**src/rtl/blpd_pkg.sv**
```systemverilog
// shared types and constants for the button long-press detector
// no dependencies; used by the top level, blpd_in_stage and blpd_core
`default_nettype none

package blpd_pkg;

  localparam int NUM_BUTTONS = 5;
  localparam int COUNT_W     = 8;

  // button positions in the pressed and pulse vectors
  localparam int BTN_STAR  = 0;
  localparam int BTN_NUM   = 1;
  localparam int BTN_UP    = 2;
  localparam int BTN_DOWN  = 3;
  localparam int BTN_LIGHT = 4;

  localparam logic [COUNT_W-1:0] THRESHOLD_RESET = COUNT_W'(2);

  typedef logic [COUNT_W-1:0] count_t;

  // one sampled tick held in the input register
  typedef struct packed {
    logic                   valid;
    logic [NUM_BUTTONS-1:0] pressed;
  } stage_t;

  // one result word
  typedef struct packed {
    logic [NUM_BUTTONS-1:0] long_pulse;
    logic                   mute_state;
    logic                   lock_state;
    logic                   mute_toggled;
    logic                   lock_toggled;
  } result_t;

endpackage

`default_nettype wire

```
**src/rtl/button_long_press_detector.sv**
```systemverilog
// top level of the button long-press detector: threshold register and the two stages
// depends on blpd_pkg, blpd_in_stage and blpd_core
`default_nettype none

// One word per tick of five button levels goes in, one result word comes out. A new
// word is taken every clock cycle while in_stall is low; the input register frees up in
// the cycle its word passes into the result register, so the block keeps taking words
// while one result waits on out_stall, and holds in_stall only when both registers are
// full. All counters update in the single cycle a word moves from the input register to
// the result register. threshold resets to 2; the user writes it through cfg_write
// and cfg_data while the block is idle (not enforced); at 255 no press ever fires.
module button_long_press_detector (
  input  wire logic       clk,
  input  wire logic       rst,
  input  wire logic       cfg_write,
  input  wire logic [7:0] cfg_data,
  input  wire logic       in_valid,
  output logic            in_stall,
  input  wire logic       star_pressed,
  input  wire logic       num_pressed,
  input  wire logic       up_pressed,
  input  wire logic       down_pressed,
  input  wire logic       light_pressed,
  output logic            out_valid,
  input  wire logic       out_stall,
  output logic            star_press_long,
  output logic            num_press_long,
  output logic            up_long,
  output logic            down_press_long,
  output logic            light_long,
  output logic            mute_state,
  output logic            lock_state,
  output logic            mute_toggled,
  output logic            lock_toggled
);

  blpd_pkg::count_t  threshold;
  blpd_pkg::stage_t  stage;
  blpd_pkg::result_t result;
  logic              take;
  logic [blpd_pkg::NUM_BUTTONS-1:0] pressed;

  always_ff @(posedge clk) begin
    if (rst) begin
      threshold <= blpd_pkg::THRESHOLD_RESET;
    end else if (cfg_write) begin
      threshold <= cfg_data;
    end
  end

  always_comb begin
    pressed                      = '0;
    pressed[blpd_pkg::BTN_STAR]  = star_pressed;
    pressed[blpd_pkg::BTN_NUM]   = num_pressed;
    pressed[blpd_pkg::BTN_UP]    = up_pressed;
    pressed[blpd_pkg::BTN_DOWN]  = down_pressed;
    pressed[blpd_pkg::BTN_LIGHT] = light_pressed;
  end

  blpd_in_stage u_in_stage (
    .clk      (clk),
    .rst      (rst),
    .in_valid (in_valid),
    .in_stall (in_stall),
    .pressed  (pressed),
    .take     (take),
    .stage    (stage)
  );

  blpd_core u_core (
    .clk       (clk),
    .rst       (rst),
    .threshold (threshold),
    .stage     (stage),
    .take      (take),
    .out_valid (out_valid),
    .out_stall (out_stall),
    .result    (result)
  );

  assign star_press_long = result.long_pulse[blpd_pkg::BTN_STAR];
  assign num_press_long  = result.long_pulse[blpd_pkg::BTN_NUM];
  assign up_long         = result.long_pulse[blpd_pkg::BTN_UP];
  assign down_press_long = result.long_pulse[blpd_pkg::BTN_DOWN];
  assign light_long      = result.long_pulse[blpd_pkg::BTN_LIGHT];
  assign mute_state      = result.mute_state;
  assign lock_state      = result.lock_state;
  assign mute_toggled    = result.mute_toggled;
  assign lock_toggled    = result.lock_toggled;

endmodule

`default_nettype wire

```
**src/rtl/blpd_in_stage.sv**
```systemverilog
// input register of the button long-press detector
// depends on blpd_pkg
`default_nettype none

module blpd_in_stage (
  input  wire logic                                clk,
  input  wire logic                                rst,
  input  wire logic                                in_valid,
  output logic                                     in_stall,
  input  wire logic [blpd_pkg::NUM_BUTTONS-1:0]    pressed,
  input  wire logic                                take,
  output blpd_pkg::stage_t                         stage
);

  logic load;

  // the register frees up in the same cycle that its word moves on
  assign load     = !stage.valid || take;
  assign in_stall = !load;

  always_ff @(posedge clk) begin
    if (rst) begin
      stage.valid <= 1'b0;
    end else if (load) begin
      stage.valid <= in_valid;
    end
    if (load && in_valid) begin
      stage.pressed <= pressed;
    end
  end

endmodule

`default_nettype wire

```
**src/rtl/blpd_core.sv**
```systemverilog
// counter state, combo and long-press logic, and the result register
// depends on blpd_pkg
`default_nettype none

module blpd_core (
  input  wire logic                   clk,
  input  wire logic                   rst,
  input  wire blpd_pkg::count_t       threshold,
  input  wire blpd_pkg::stage_t       stage,
  output logic                        take,
  output logic                        out_valid,
  input  wire logic                   out_stall,
  output blpd_pkg::result_t           result
);

  localparam int N = blpd_pkg::NUM_BUTTONS;

  blpd_pkg::count_t mute_count, mute_count_next;
  blpd_pkg::count_t lock_count, lock_count_next;
  blpd_pkg::count_t held_count [N];
  blpd_pkg::count_t held_count_next [N];
  logic             mute_flag, mute_flag_next;
  logic             lock_flag, lock_flag_next;
  blpd_pkg::result_t result_next;

  logic mute_combo;
  logic lock_combo;
  logic mute_fire;
  logic lock_fire;
  logic out_load;
  blpd_pkg::count_t held_inc [N];

  assign out_load = !out_valid || !out_stall;
  assign take     = stage.valid && out_load;

  assign mute_combo = stage.pressed[blpd_pkg::BTN_STAR] && stage.pressed[blpd_pkg::BTN_UP];
  assign lock_combo = stage.pressed[blpd_pkg::BTN_NUM] && stage.pressed[blpd_pkg::BTN_DOWN];
  // combo counters compare the old value, before the increment
  assign mute_fire  = mute_combo && (mute_count > threshold);
  assign lock_fire  = !mute_combo && lock_combo && (lock_count > threshold);

  always_comb begin
    mute_count_next = mute_count;
    lock_count_next = lock_count;
    mute_flag_next  = mute_flag ^ mute_fire;
    lock_flag_next  = lock_flag ^ lock_fire;
    result_next     = '0;
    for (int i = 0; i < N; i++) begin
      held_inc[i]        = held_count[i] + blpd_pkg::count_t'(1);
      held_count_next[i] = held_count[i];
    end

    if (mute_combo) begin
      mute_count_next = mute_fire ? '0 : mute_count + blpd_pkg::count_t'(1);
    end else if (lock_combo) begin
      lock_count_next = lock_fire ? '0 : lock_count + blpd_pkg::count_t'(1);
    end else begin
      // mute combo count is kept here on purpose
      lock_count_next = '0;
      for (int i = 0; i < N; i++) begin
        if (stage.pressed[i] && (held_inc[i] > threshold)) begin
          result_next.long_pulse[i] = 1'b1;
          held_count_next[i]        = '0;
        end else if (stage.pressed[i]) begin
          held_count_next[i] = held_inc[i];
        end else begin
          held_count_next[i] = '0;
        end
      end
    end

    result_next.mute_state   = mute_flag_next;
    result_next.lock_state   = lock_flag_next;
    result_next.mute_toggled = mute_fire;
    result_next.lock_toggled = lock_fire;
  end

  always_ff @(posedge clk) begin
    if (rst) begin
      mute_count <= '0;
      lock_count <= '0;
      mute_flag  <= 1'b0;
      lock_flag  <= 1'b0;
      for (int i = 0; i < N; i++) begin
        held_count[i] <= '0;
      end
    end else if (take) begin
      mute_count <= mute_count_next;
      lock_count <= lock_count_next;
      mute_flag  <= mute_flag_next;
      lock_flag  <= lock_flag_next;
      for (int i = 0; i < N; i++) begin
        held_count[i] <= held_count_next[i];
      end
    end
  end

  always_ff @(posedge clk) begin
    if (rst) begin
      out_valid <= 1'b0;
    end else if (out_load) begin
      out_valid <= stage.valid;
    end
  end

  always_ff @(posedge clk) begin
    if (take) begin
      result <= result_next;
    end
  end

endmodule

`default_nettype wire

```
**config.mk**
```make
export PLATFORM = sky130hd
export DESIGN_NAME = button_long_press_detector
export DESIGN_NICKNAME = d
export VERILOG_FILES = /design/src/rtl/blpd_pkg.sv /design/src/rtl/button_long_press_detector.sv /design/src/rtl/blpd_in_stage.sv /design/src/rtl/blpd_core.sv
export SDC_FILE = /design/constraint.sdc
export NUM_CORES = 1
export LEC_CHECK = 0
export ABC_AREA = 1
export BUFFER_PORTS_ARGS = -buffer_cell sky130_fd_sc_hd__buf_2
export CAP_MARGIN = 15
export CORE_MARGIN = 10
export CORE_UTILIZATION = 45
export CTS_CLUSTER_DIAMETER = 60
export DETAILED_ROUTE_END_ITERATION = 16
export GPL_TIMING_DRIVEN = 0
export MAX_ROUTING_LAYER = met4
export PLACE_DENSITY = 0.73
export SETUP_SLACK_MARGIN = 0.05
export SYNTH_ARGS = -nofsm -noshare
export SYNTH_HDL_FRONTEND = slang
export SYNTH_SLANG_ARGS = --single-unit
```
**constraint.sdc**
```tcl
create_clock -name clk -period 11.4 [get_ports clk]
set_clock_uncertainty 0.2 [all_clocks]
set_input_delay 1.14 -clock clk [delete_from_list [all_inputs] [get_ports clk]]
set_output_delay 1.14 -clock clk [all_outputs]
set_load 0.01 [all_outputs]
```
# Word-level counts from Yosys, hierarchy flattened
# Memory sizes are Yosys's and may differ from the RTL's.
# Index checks and enable logic that the tools add are counted.
# Widths: inputs -> output; s select.
# word_totals
latch_bits	0
ramBits	40
rom_bits	0
out_inout_bits	11
register_bits	42
memories	1
wordCells	88
# mem_list
name	words	word_bits	rd	rd_clocked_by_memory_dff	write_ports	line_no	rtl
u_core.held_count	5	8	5	0	5	blpd_core.sv:20	blpd_pkg::count_t held_count [N];
# classes
bitwise_logic	8
shift	0
reduce_logical	22
addsub	7
order_cmp	7
n_mul	0
eq_ne	0
n_mux	30
div_mod_pow	0
# ops
operator	n
$mux 8	18
$mux 40	2
$add 8x1->8 const B	7
$gt 8x8->1	7
$logic_and 1x1->1	12
$mux 1	10
$logic_not 1->1	5
$or 1x1->1	5
$reduce_and 2->1	2
$logic_or 1x1->1	2
$reduce_or 2->1	1
$xor 1x1->1	2
$not 1->1	1

# Logic depth before layout (Yosys ltp)
# Gate-level depths: netlist (run 1).
# depth
ltp_word	7
mapped_depth	15

# By module
# Synthesis (run 1) repeated with hierarchy kept, for this count alone.
# hier_totals
cells_unflattened	618
area_unflattened_um2	5276.3
# modules_own_cells
module	area_per_inst_um2	n_inst	cells_per_inst	seq_area_each_um2
blpd_core	4740.8	1	556	1851.8
button_long_press_detector	339.1	1	50	160.2
blpd_in_stage	196.4	1	12	170.2

# Worst setup path after synthesis (run 1)
# Ideal clock, no wire load.
# synth_path
kind	input port to flip-flop
startpoint	in out_stall
endpoint	mem u_core.held_count[0][0] in the netlist's numbering, enable pin
required_ps	10707
n_path_buf	0
setup_time_ps	493
t_arrival_ps	4208
cell_stages	3
setup_slack_ps	6499
path_cell_list	nand2_2 nand2_4 o21ai_0
# synth_lines
item	line_no	rtl
start: declaration	button_long_press_detector.sv:25	input wire logic out_stall,
end: declaration	blpd_core.sv:20	

# Final worst setup path (run 1)
# layout_path
startpoint	in out_stall
endpoint	out in_stall
# layout_via
elab_chain_len	5
# layout_lines
item	line_no	rtl
$logic_not 1->1	blpd_core.sv:33	assign out_load = !out_valid || !out_stall;
$logic_or 1x1->1	blpd_core.sv:33	
$logic_and 1x1->1	blpd_core.sv:34	assign take = stage.valid && out_load;
$logic_or 1x1->1	blpd_in_stage.sv:18	assign load = !stage.valid || take;
$logic_not 1->1	blpd_in_stage.sv:19	assign in_stall = !load;
end: declaration	button_long_press_detector.sv:18	output logic in_stall,
# No other way between the ends.

==> results of run 1 <==
sequential cells by signal (all words and copies together), names as in the netlist:
| signal | cells |
|---|---|
| u_core.out_valid | 1 |
| threshold | 8 |
| u_core.result | 9 |
| u_core.lock_count | 8 |
| u_core.mute_count | 8 |
| u_core.held_count | 40 |
| u_in_stage.stage | 6 |
| u_core.lock_flag | 1 |
| u_core.mute_flag | 1 |
final cells by class:
type                    count  area share
well taps                 143      0.0309
multi-input cells         416       0.447
repair buffers             28      0.0268
clock buffers              11      0.0455
inverters                 102      0.0673
flip-flops and latches     82       0.376
plain buffers               3     0.00237
clock inverters             5     0.00431
placed cells by master, fill, tap and decap left out, types with 10 or more instances in the layout:
master     Yosys  layout
nand2_1       93      93
a21oi_1       39      39
clkbuf_16      0      10
inv_1        100     100
o21ai_0       15      14
nand3_1       27      27
ha_1          63      63
buf_2          1      28
nor2_1        96      96
edfxtp_1      54      54
dfxtp_1       28      28
xor2_1        29      29
cell families after synthesis:
kind of cell | count (synthesis) | synth area share
buffers and inverters | 105 | 0.0782
xor gates and xnor gates | 29 | 0.0492
AOI/OAI and AO/OA | 69 | 0.0734
adders and majority gates | 63 | 0.153
DFF | 82 | 0.422
and+or+nand+nor | 255 | 0.224
worst max-delay path by stage:
stage,depth (start not counted),endpoint,slack [ns]
finish,4,in_stall,8.48
global route,14,u_core.held_count[0][29]$_SDFFCE_PP0P_,8.41
CTS,4,in_stall,8.48
detailed placement,8,u_core.held_count[0][15]$_SDFFCE_PP0P_,8.37
global placement,4,u_core.held_count[0][21]$_SDFFCE_PP0P_,5.08
floorplan,3,u_core.held_count[0][0]$_SDFFCE_PP0P_,6.50
worst reg2reg max path, stage by stage, from the launching register on:
cell and delay [ns]:
edfxtp_1 0.43, nand3_1 0.15, inv_1 0.07, nand4_1 0.09, nor2_1 0.06, or2_2 0.26
nand2_1 0.08, inv_1 0.05, ha_1 0.29, nand2_1 0.09, nor3_1 0.23, nand3_1 0.10
nand3_1 0.12, nand2_1 0.18, nor2_1 0.15
synthesized netlist by cell type (2+ instances only):
master,count
nand2_2,4
nand2_1,93
nor2_1,96
nor2_2,4
ha_1,63
o21ai_0,15
edfxtp_1,54
nand3b_1,8
a31o_2,3
inv_1,100
nand4_2,2
a21o_1,2
a31oi_1,4
nand4_1,9
or2_2,4
o21a_1,2
a21oi_1,39
nand3_1,27
xor2_1,29
nor2_8,2
nand2_4,2
dfxtp_1,28
metrics by stage:
step | instances | util | worst slack, ns | power, mW | area (um2)
final | 790 | 0.512 | 8.48 | 0.729 | 5800
after global routing | 790 | 0.512 | 8.41 | 0.765 | 5800
after CTS | 790 | 0.512 | 8.48 | 0.735 | 5800
after detailed placement | 774 | 0.487 | 8.37 | 0.456 | 5510
after global placement | 773 | 0.484 | 5.08 | 0.449 | 5480
after floorplan | 603 | - | 6.50 | 0.424 | 5160
report_power, final:
group / internal [mW] / total (mW) / switching, mW
Sequential: 0.333 / 0.343 / 0.0104
Clock: 0.165 / 0.280 / 0.115
Combinational: 0.0387 / 0.107 / 0.0678
metal layers:
layer  up-vias  wire length (um)  track usage
met2        89              5320        0.235
met3        11               609       0.0405
met4         0               116       0.0362
li1       2055                 -            -
met5         -                 0            -
met1      1836              4810        0.163
==> flow_metrics.env, run 1 <==
export IMPL_clock_fmax_mhz=343
export IMPL_worstHoldPathCells=2
export IMPL_max_cap_violations=0
export IMPL_slew_headroom=0.609
export IMPL_first_global_vias=4041
export IMPL_period_needed_ns=2.92
export IMPL_fin_crit_sh=0.256
export IMPL_path_delay_family="buffers and inverters"
export IMPL_antenna_cells=0
export IMPL_port_buffer_count=27
export IMPL_start_kind="primary input"
export IMPL_synth_edf_count=54
export IMPL_clk_root_buffer_cell="clkbuf_16"
export IMPL_viasPerCell=5.05
export IMPL_path_cells="buf_2 > nand2_2 > nor2_1 > buf_2"
export IMPL_worst_pin_slew_ns=0.585
export IMPL_yosys_top_cells_area="edfxtp_1 31%, ha_1 15%, dfxtp_1 11%"
export IMPL_core_um2=11300
export IMPL_numCtsBuffers=9
export IMPL_ys_ff_latch=82
export IMPL_ys_warn_count=0
export IMPL_worst_r2r_setup_slack_ns=8.69
export IMPL_finalHoldViolations=0
export IMPL_fin_nets=723
export IMPL_crit_buf_inv=2
export IMPL_post_cts_resized=0
export IMPL_min_to="u_core.mute_count[6]$_SDFFE_PP0P_"
export IMPL_slew_viol_final=0
export IMPL_cp_required_ns=10.06
export IMPL_clk_insertion_delay_late_ns=0.34
export IMPL_drcViolationCount=0
export IMPL_drt_iter0_markers=223
export IMPL_cp_startpoint="out_stall"
export IMPL_criticalPathCategory="in -> out"
export IMPL_rsz0062_at_grt="no"
export IMPL_synthDistinctLibCells=35
export IMPL_hp_start="u_core.mute_count[6]$_SDFFE_PP0P_"
export IMPL_die_area_um2=16200
export IMPL_power_density_nw_per_um2=126
export IMPL_syn_area_um2=5160
export IMPL_async_flop_share=0
export IMPL_clock_sinks=82
export IMPL_synth_top_area_frac=0.314
export IMPL_post_cts_buffers=0
export IMPL_grt_max_degree=28
export IMPL_holdBufCountCts=0
export IMPL_max_stage_delay_ns=0.15
export IMPL_drive_above_1_share=0.111
export IMPL_hold_path_class="reg -> reg"
export IMPL_area_growth_pct=12.3
export IMPL_ir_drop_mv=0.0712
export IMPL_drt_total_wl_um=10900
export IMPL_crit_fanout=3
export IMPL_netlist_instances=603
export IMPL_synth_seq_area_share=0.422
export IMPL_place_hpwl_um=8200
export IMPL_clk_pin_slew_ns=0.06
export IMPL_gp_congestion=0.860
export IMPL_n_fill_cell=1053
export IMPL_avgSynthCellArea_um2=8.57
export IMPL_clockBufferDepth=2
export IMPL_ios=29
export IMPL_setup_total_negative_slack_ns=0
export IMPL_reg2reg_depth=14
export IMPL_initial_core_util=0.456
export IMPL_ant_nets=0
export IMPL_tritoncts="yes"
export IMPL_yosysTopAreaCell="edfxtp_1"
export IMPL_hold_ws_ns=0.323
export IMPL_cts_max_level=3
export IMPL_endpoint_kind="output pin"
export IMPL_num_vias=3991
export IMPL_crit_reg2reg_launch="u_core.held_count[0][24]$_SDFFCE_PP0P_"
export IMPL_seq_area_um2=2180
export IMPL_synth_nets=684
export IMPL_overflow=0
export IMPL_grt_pass1_wl_um=18200
export IMPL_avgRoutedWirePerCell_um=13.7
export IMPL_drt_pass1_iterations=5
export IMPL_grtUsageTotal=0.141
export IMPL_antenna_found_initial=0
export IMPL_crit_arrival_ns=1.58
export IMPL_finalSetupViolations=0
export IMPL_die_h_um=127
export IMPL_r2r_end="u_core.held_count[0][27]$_SDFFCE_PP0P_"
export IMPL_status="finished clean"
export IMPL_synth_ff_type="edfxtp_1"
export IMPL_crit_slowest_cell="buf_2"
export IMPL_cpMostUsedCell="buf_2"
export IMPL_die_w_um=127
export IMPL_power_static_leakage_nw=2.81
export IMPL_multiInputGateArea_um2=2590
export IMPL_num_rows=39
(Power assumes the default switching activity.)
==> run 2: changes to the inputs <==
- PLACE_DENSITY: 0.73 -> 0.75
- clock period: 11.4 -> 2.6 ns (I/O delays scaled with it)
==> run 2 against run 1 <==
The run now ends with setup timing left. Sequential cell count did not move. Combinational power grew to 5.8 times the previous value. Via count increased by 8.6%. Worst setup slack worse by 8.5 ns. Utilization rose by 6.7 points. Final cell count grew 4.7%. Non-clock buffer count up 37. Critical path type is now reg -> reg. Critical endpoint is now u_core.held_count[0][29]$_SDFFCE_PP0P_. Largest cell class unchanged.
==> flow_metrics.env, run 2 (synthesis results as in run 1) <==
export IMPL_status="finished with violations"
export IMPL_violations="setup timing"
export IMPL_ios=29
export IMPL_rsz0062_at_grt="yes"
export IMPL_reg_top3="u_core.held_count: 40 flops, u_core.result: 9 flops"
export IMPL_numCtsBuffers=9
export IMPL_fin_nets=760
export IMPL_grt_max_degree=28
export IMPL_clk_insertion_delay_late_ns=0.34
export IMPL_tritoncts="yes"
export IMPL_crit_arrival_ns=2.51
export IMPL_start_kind="register"
export IMPL_die_w_um=127
export IMPL_setup_total_negative_slack_ns=-0.0867
export IMPL_hold_path_class="in -> reg"
export IMPL_numPlacedInstances=774
export IMPL_drt_iter0_markers=285
export IMPL_die_area_um2=16200
export IMPL_drt_pass1_iterations=5
export IMPL_core_um2=11300
export IMPL_endpoint_kind="register"
export IMPL_stdcell_area_um2=6560
export IMPL_antenna_cells=0
export IMPL_initial_core_util=0.456
export IMPL_first_global_vias=4235
export IMPL_drt_total_wl_um=13000
export IMPL_slew_viol_final=0
export IMPL_port_buffer_count=27
export IMPL_fin_crit_sh=1.01
export IMPL_criticalPathCategory="reg -> reg"
export IMPL_power_static_leakage_nw=3.02
export IMPL_area_growth_pct=26.9
export IMPL_place_hpwl_um=8140
export IMPL_ant_nets=0
export IMPL_max_cap_violations=0
export IMPL_finalHoldViolations=0
export IMPL_ir_drop_mv=0.345
export IMPL_final_cell_mix="89 x inv_1, 78 x nand2_1, 69 x nor2_1"
export IMPL_power_density_nw_per_um2=531
export IMPL_clk_pin_slew_ns=0.06
export IMPL_period_needed_ns=2.62
export IMPL_layout_commonest_cell="inv_1"
export IMPL_drive_above_1_share=0.279
export IMPL_overflow=0
export IMPL_clock_sinks=82
export IMPL_clock_fmax_mhz=382
export IMPL_antenna_found_initial=0
export IMPL_seq_area_um2=2180
export IMPL_clk_root_buffer_cell="clkbuf_16"
export IMPL_num_vias=4334
export IMPL_grtUsageTotal=0.148
export IMPL_drcViolationCount=0
export IMPL_die_h_um=127
export IMPL_final_util=0.579
export IMPL_n_fill_cell=938
export IMPL_avgRoutedWirePerCell_um=15.7
export IMPL_finalSetupViolations=7
export IMPL_dpl_cell_area_um2=5510
export IMPL_num_rows=39
export IMPL_top_register="u_core.held_count"
export IMPL_grt_pass1_wl_um=19400
export IMPL_largest_register_ff_count=40
export IMPL_crit_fanout=8
export IMPL_cp_required_ns=2.49
export IMPL_cts_max_level=3
export IMPL_fin_ws_ns=-0.0196
export IMPL_clockBufferDepth=2
export IMPL_slew_headroom=0.522
export IMPL_final_cell_count_no_fill=827
export IMPL_multiInputGateArea_um2=3010
export IMPL_worst_pin_slew_ns=0.717
export IMPL_gp_congestion=0.847
export IMPL_viasPerCell=5.24
## run 2: changes by cell type in the layout (fill, tap and decap cells not counted), sizes merged
| cell | delta |
|---|---|
| clkbuf | +5 |
| buf | +28 |
| inv | -1 |
| clkinv | -4 |
| dlygate4sd3 | +9 |
## run 2: power by group
| part | internal, mW | switching [mW] |
|---|---|---|
| registers | 1.46 | 0.0524 |
| logic | 0.243 | 0.382 |
| clock network | 0.839 | 0.508 |
## run 2: routing by layer
metal / vias up / wire length [um] / track usage
li1: 2134 / - / -
met1: 2039 / 5480 / 0.177
met2: 135 / 6630 / 0.244
met3: 26 / 575 / 0.0236
met4: 0 / 264 / 0.0623
met5: - / 0 / -
## run 2: cell type report
class | count | share of cell area
well taps | 143 | 0.0273
flip-flops and latches | 82 | 0.333
clock buffers | 16 | 0.0490
repair buffers | 65 | 0.0695
multi-input cells | 416 | 0.460
inverters | 102 | 0.0595
plain buffers | 3 | 0.00210
## run 2: worst max-delay path, stage by stage, from the launching register on
cell and delay (ns):
edfxtp_1 0.40, ha_2 0.22, nand3_2 0.09, nand3b_1 0.20
xor2_1 0.20, inv_1 0.11, ha_4 0.28, nand2_4 0.05
o21a_1 0.17, nand2_1 0.09, nand3_2 0.12, nand2_4 0.17
nor2_2 0.06
## run 2: worst paths after layout
kind / cells after the start / endpoint / from / slack (ns)
setup / recovery: 12 / u_core.held_count[0][29]$_SDFFCE_PP0P_ / u_core.held_count[0][24]$_SDFFCE_PP0P_ / -0.02
hold reg to reg: 2 / u_core.out_valid$_SDFFE_PP0P_ / u_in_stage.stage[5]$_SDFFE_PP0N_ / 0.31
setup reg to reg: 12 / u_core.held_count[0][29]$_SDFFCE_PP0P_ / u_core.held_count[0][24]$_SDFFCE_PP0P_ / -0.02
hold / removal: 3 / u_in_stage.stage[5]$_SDFFE_PP0N_ / in_valid / 0.007
## run 2: through the flow
step | hold slack, ns | setup slack [ns] | total power [mW]
final | 0.00731 | -0.0196 | 3.48
after global routing | 0.00826 | -0.130 | 3.63
after CTS | 0.000651 | 0.0532 | 3.35
after detailed placement | 0.252 | -0.127 | 2.00
after global placement | 0.255 | -0.453 | 1.96
after floorplan | 0.159 | 0.181 | 1.86
## run 2: timing repair
| item | CTS | global route |
|---|---|---|
| endpoints found under the hold margin | 7 | 0 |
| setup buffers | 3 | 25 |
| gates resized for setup | 10 | 93 |
| hold buffers | 9 | 0 |
| setup endpoints to repair | 41 | 45 |
| cloned | 0 | 0 |
| pin swaps | 1 | 39 |
==> run 3: changes to the inputs <==
- CELL_PAD_IN_SITES_DETAIL_PLACEMENT: default -> 0
- CELL_PAD_IN_SITES_GLOBAL_PLACEMENT: default -> 1
- CORE_UTILIZATION: 45 -> 43
- PLACE_DENSITY: 0.75 -> 0.89
- SLEW_MARGIN: default -> 25
==> run 3 against run 2 <==
The run now ends clean. Via count decreased by 3.5%. Largest cell class unchanged. Largest power group unchanged. Worst hold slack improved by 0.0015 ns. Non-clock buffer count decreased by 6. Maximum frequency increased by 3.6%. Highest routed layer unchanged. Routed wire length decreased by 7.5%. Combinational power decreased by 8.0%. Worst setup slack improved by 0.091 ns. Count of clock-buffer cells in the layout unchanged. Utilization decreased by 2.7 points.
==> flow_metrics.env, run 3 (synthesis results as in run 1) <==
export IMPL_stdcell_area_um2=6390
export IMPL_place_hpwl_um=8330
export IMPL_crit_fanout=8
export IMPL_hold_path_class="in -> reg"
export IMPL_power_density_nw_per_um2=508
export IMPL_layout_commonest_cell="inv_1"
export IMPL_criticalPathCategory="reg -> reg"
export IMPL_clk_root_buffer_cell="clkbuf_16"
export IMPL_antenna_found_initial=0
export IMPL_dpl_cell_area_um2=5520
export IMPL_ant_nets=0
export IMPL_finalHoldViolations=0
export IMPL_hp_start="cfg_data[5]"
export IMPL_tritoncts="yes"
export IMPL_start_kind="register"
export IMPL_final_cell_mix="93 x inv_1, 80 x nand2_1, 76 x nor2_1"
export IMPL_fin_nets=754
export IMPL_core_um2=11600
export IMPL_path_delay_family="simple AND/OR/NAND/NOR gates"
export IMPL_grt_pass1_wl_um=19200
export IMPL_antenna_cells=0
export IMPL_max_stage_delay_ns=0.39
export IMPL_gp_congestion=0.789
export IMPL_clockBufferDepth=2
export IMPL_endpoint_kind="register"
export IMPL_numCtsBuffers=9
export IMPL_pre_cts_ws_ns=-0.123
export IMPL_fin_crit_sh=0.973
export IMPL_port_buffer_count=27
export IMPL_crit_buf_inv=2
export IMPL_grtUsageTotal=0.147
export IMPL_final_cell_count_no_fill=821
export IMPL_top_register="u_core.held_count"
export IMPL_clk_pin_slew_ns=0.06
export IMPL_clock_sinks=82
export IMPL_first_global_vias=4124
export IMPL_power_static_leakage_nw=2.97
export IMPL_largest_register_ff_count=40
export IMPL_period_needed_ns=2.53
export IMPL_num_vias=4184
export IMPL_rsz0062_at_grt="yes"
export IMPL_ir_drop_mv=0.446
export IMPL_cts_max_level=3
export IMPL_drt_pass1_iterations=5
export IMPL_r2r_end="u_core.held_count[0][38]$_SDFFCE_PP0P_"
export IMPL_path_cells="ha_2 > nand3_2 > nand3b_1 > xor2_1 > inv_1 > ha_4 > nand4_1 > inv_1 > nand2_1 > nand3_2 > nand2_4 > nand2_8 > nor2_1"
export IMPL_min_to="threshold[5]$_SDFFE_PP0P_"
export IMPL_worstHoldPathCells=3
export IMPL_crit_arrival_ns=2.43
export IMPL_viasPerCell=5.10
export IMPL_max_cap_violations=0
export IMPL_worst_pin_slew_ns=0.642
export IMPL_area_growth_pct=23.7
export IMPL_numPlacedInstances=775
export IMPL_reg_top3="u_core.held_count: 40 flops, u_core.result: 9 flops"
export IMPL_drt_iter0_markers=279
export IMPL_reg2reg_depth=13
export IMPL_crit_reg2reg_launch="u_core.held_count[0][32]$_SDFFCE_PP0P_"
export IMPL_clk_insertion_delay_late_ns=0.35
export IMPL_num_rows=39
export IMPL_finalSetupViolations=0
export IMPL_slew_headroom=0.571
export IMPL_grt_max_degree=16
export IMPL_die_w_um=130
export IMPL_fin_ws_ns=0.0712
export IMPL_drt_total_wl_um=12000
export IMPL_slew_viol_final=0
export IMPL_drive_above_1_share=0.237
export IMPL_overflow=0
export IMPL_clock_fmax_mhz=395
export IMPL_die_area_um2=16800
export IMPL_die_h_um=130
export IMPL_worst_r2r_setup_slack_ns=0.07
export IMPL_initial_core_util=0.447
export IMPL_crit_slowest_cell="edfxtp_1"
export IMPL_status="finished clean"
export IMPL_ios=29
export IMPL_cp_required_ns=2.50
export IMPL_avgRoutedWirePerCell_um=14.6
export IMPL_drcViolationCount=0
export IMPL_p_total_mw=3.25
run 3: worst max-delay path by stage:
stage / slack, ns / end / from / cells after the start
after floorplan: 0.18 / u_core.held_count[0][0]$_SDFFCE_PP0P_ / u_in_stage.stage[0]$_DFFE_PP_ / 3
after global placement: -0.40 / u_core.held_count[0][1]$_SDFFCE_PP0P_ / u_in_stage.stage[0]$_DFFE_PP_ / 3
after detailed placement: -0.12 / u_core.held_count[0][26]$_SDFFCE_PP0P_ / u_core.held_count[0][24]$_SDFFCE_PP0P_ / 12
after CTS: 0.05 / u_core.held_count[0][28]$_SDFFCE_PP0P_ / u_core.held_count[0][24]$_SDFFCE_PP0P_ / 12
after global routing: -0.11 / u_core.held_count[0][38]$_SDFFCE_PP0P_ / u_core.held_count[0][32]$_SDFFCE_PP0P_ / 13
final: 0.07 / u_core.held_count[0][38]$_SDFFCE_PP0P_ / u_core.held_count[0][32]$_SDFFCE_PP0P_ / 13
run 3: through the flow:
step,setup TNS (ns),hold WS [ns],utilization
floorplan,0,0.159,-
global placement,-16.51,0.239,0.474
CTS,0,0.00649,0.516
global route,-1.31,0.0194,0.552
finish,0,0.00882,0.552
detailed placement,-1.79,0.238,0.477
run 3: per-layer routing:
| layer | global-route usage | share of wire | vias up |
|---|---|---|---|
| met5 | - | 0 | - |
| met4 | 0.0423 | 0.013 | 0 |
| met3 | 0.0412 | 0.047 | 14 |
| met2 | 0.251 | 0.51 | 70 |
| met1 | 0.166 | 0.43 | 1983 |
| li1 | - | - | 2117 |
run 3: cell type report:
cell class / instances / area [um2]
multi-input cells: 416 / 2950
well taps: 143 / 179
inverters: 102 / 390
plain buffers: 3 / 13.8
flip-flops and latches: 82 / 2180
clock buffers: 16 / 262
fillers: 1039 / 5180
repair buffers: 59 / 410
run 3: power by group:
part | internal, mW | switching (mW)
clock | 0.676 | 0.486
combinational | 0.227 | 0.348
sequential | 1.46 | 0.0500
run 3: worst reg2reg max path: stages, from the launching register on:
cell	delay, ns
edfxtp_1	0.39
ha_2	0.22
nand3_2	0.09
nand3b_1	0.18
xor2_1	0.22
inv_1	0.12
ha_4	0.28
nand4_1	0.07
inv_1	0.09
nand2_1	0.07
nand3_2	0.09
nand2_4	0.07
nand2_8	0.14
nor2_1	0.05
run 3: repair_timing:
action                                  4_1_cts  5_1_grt
endpoints found under the setup margin       41       44
pin swaps                                     3       34
endpoints found under the hold margin         7        0
hold buffers                                  8        0
setup buffers                                 7       15
resized for setup                            12       72
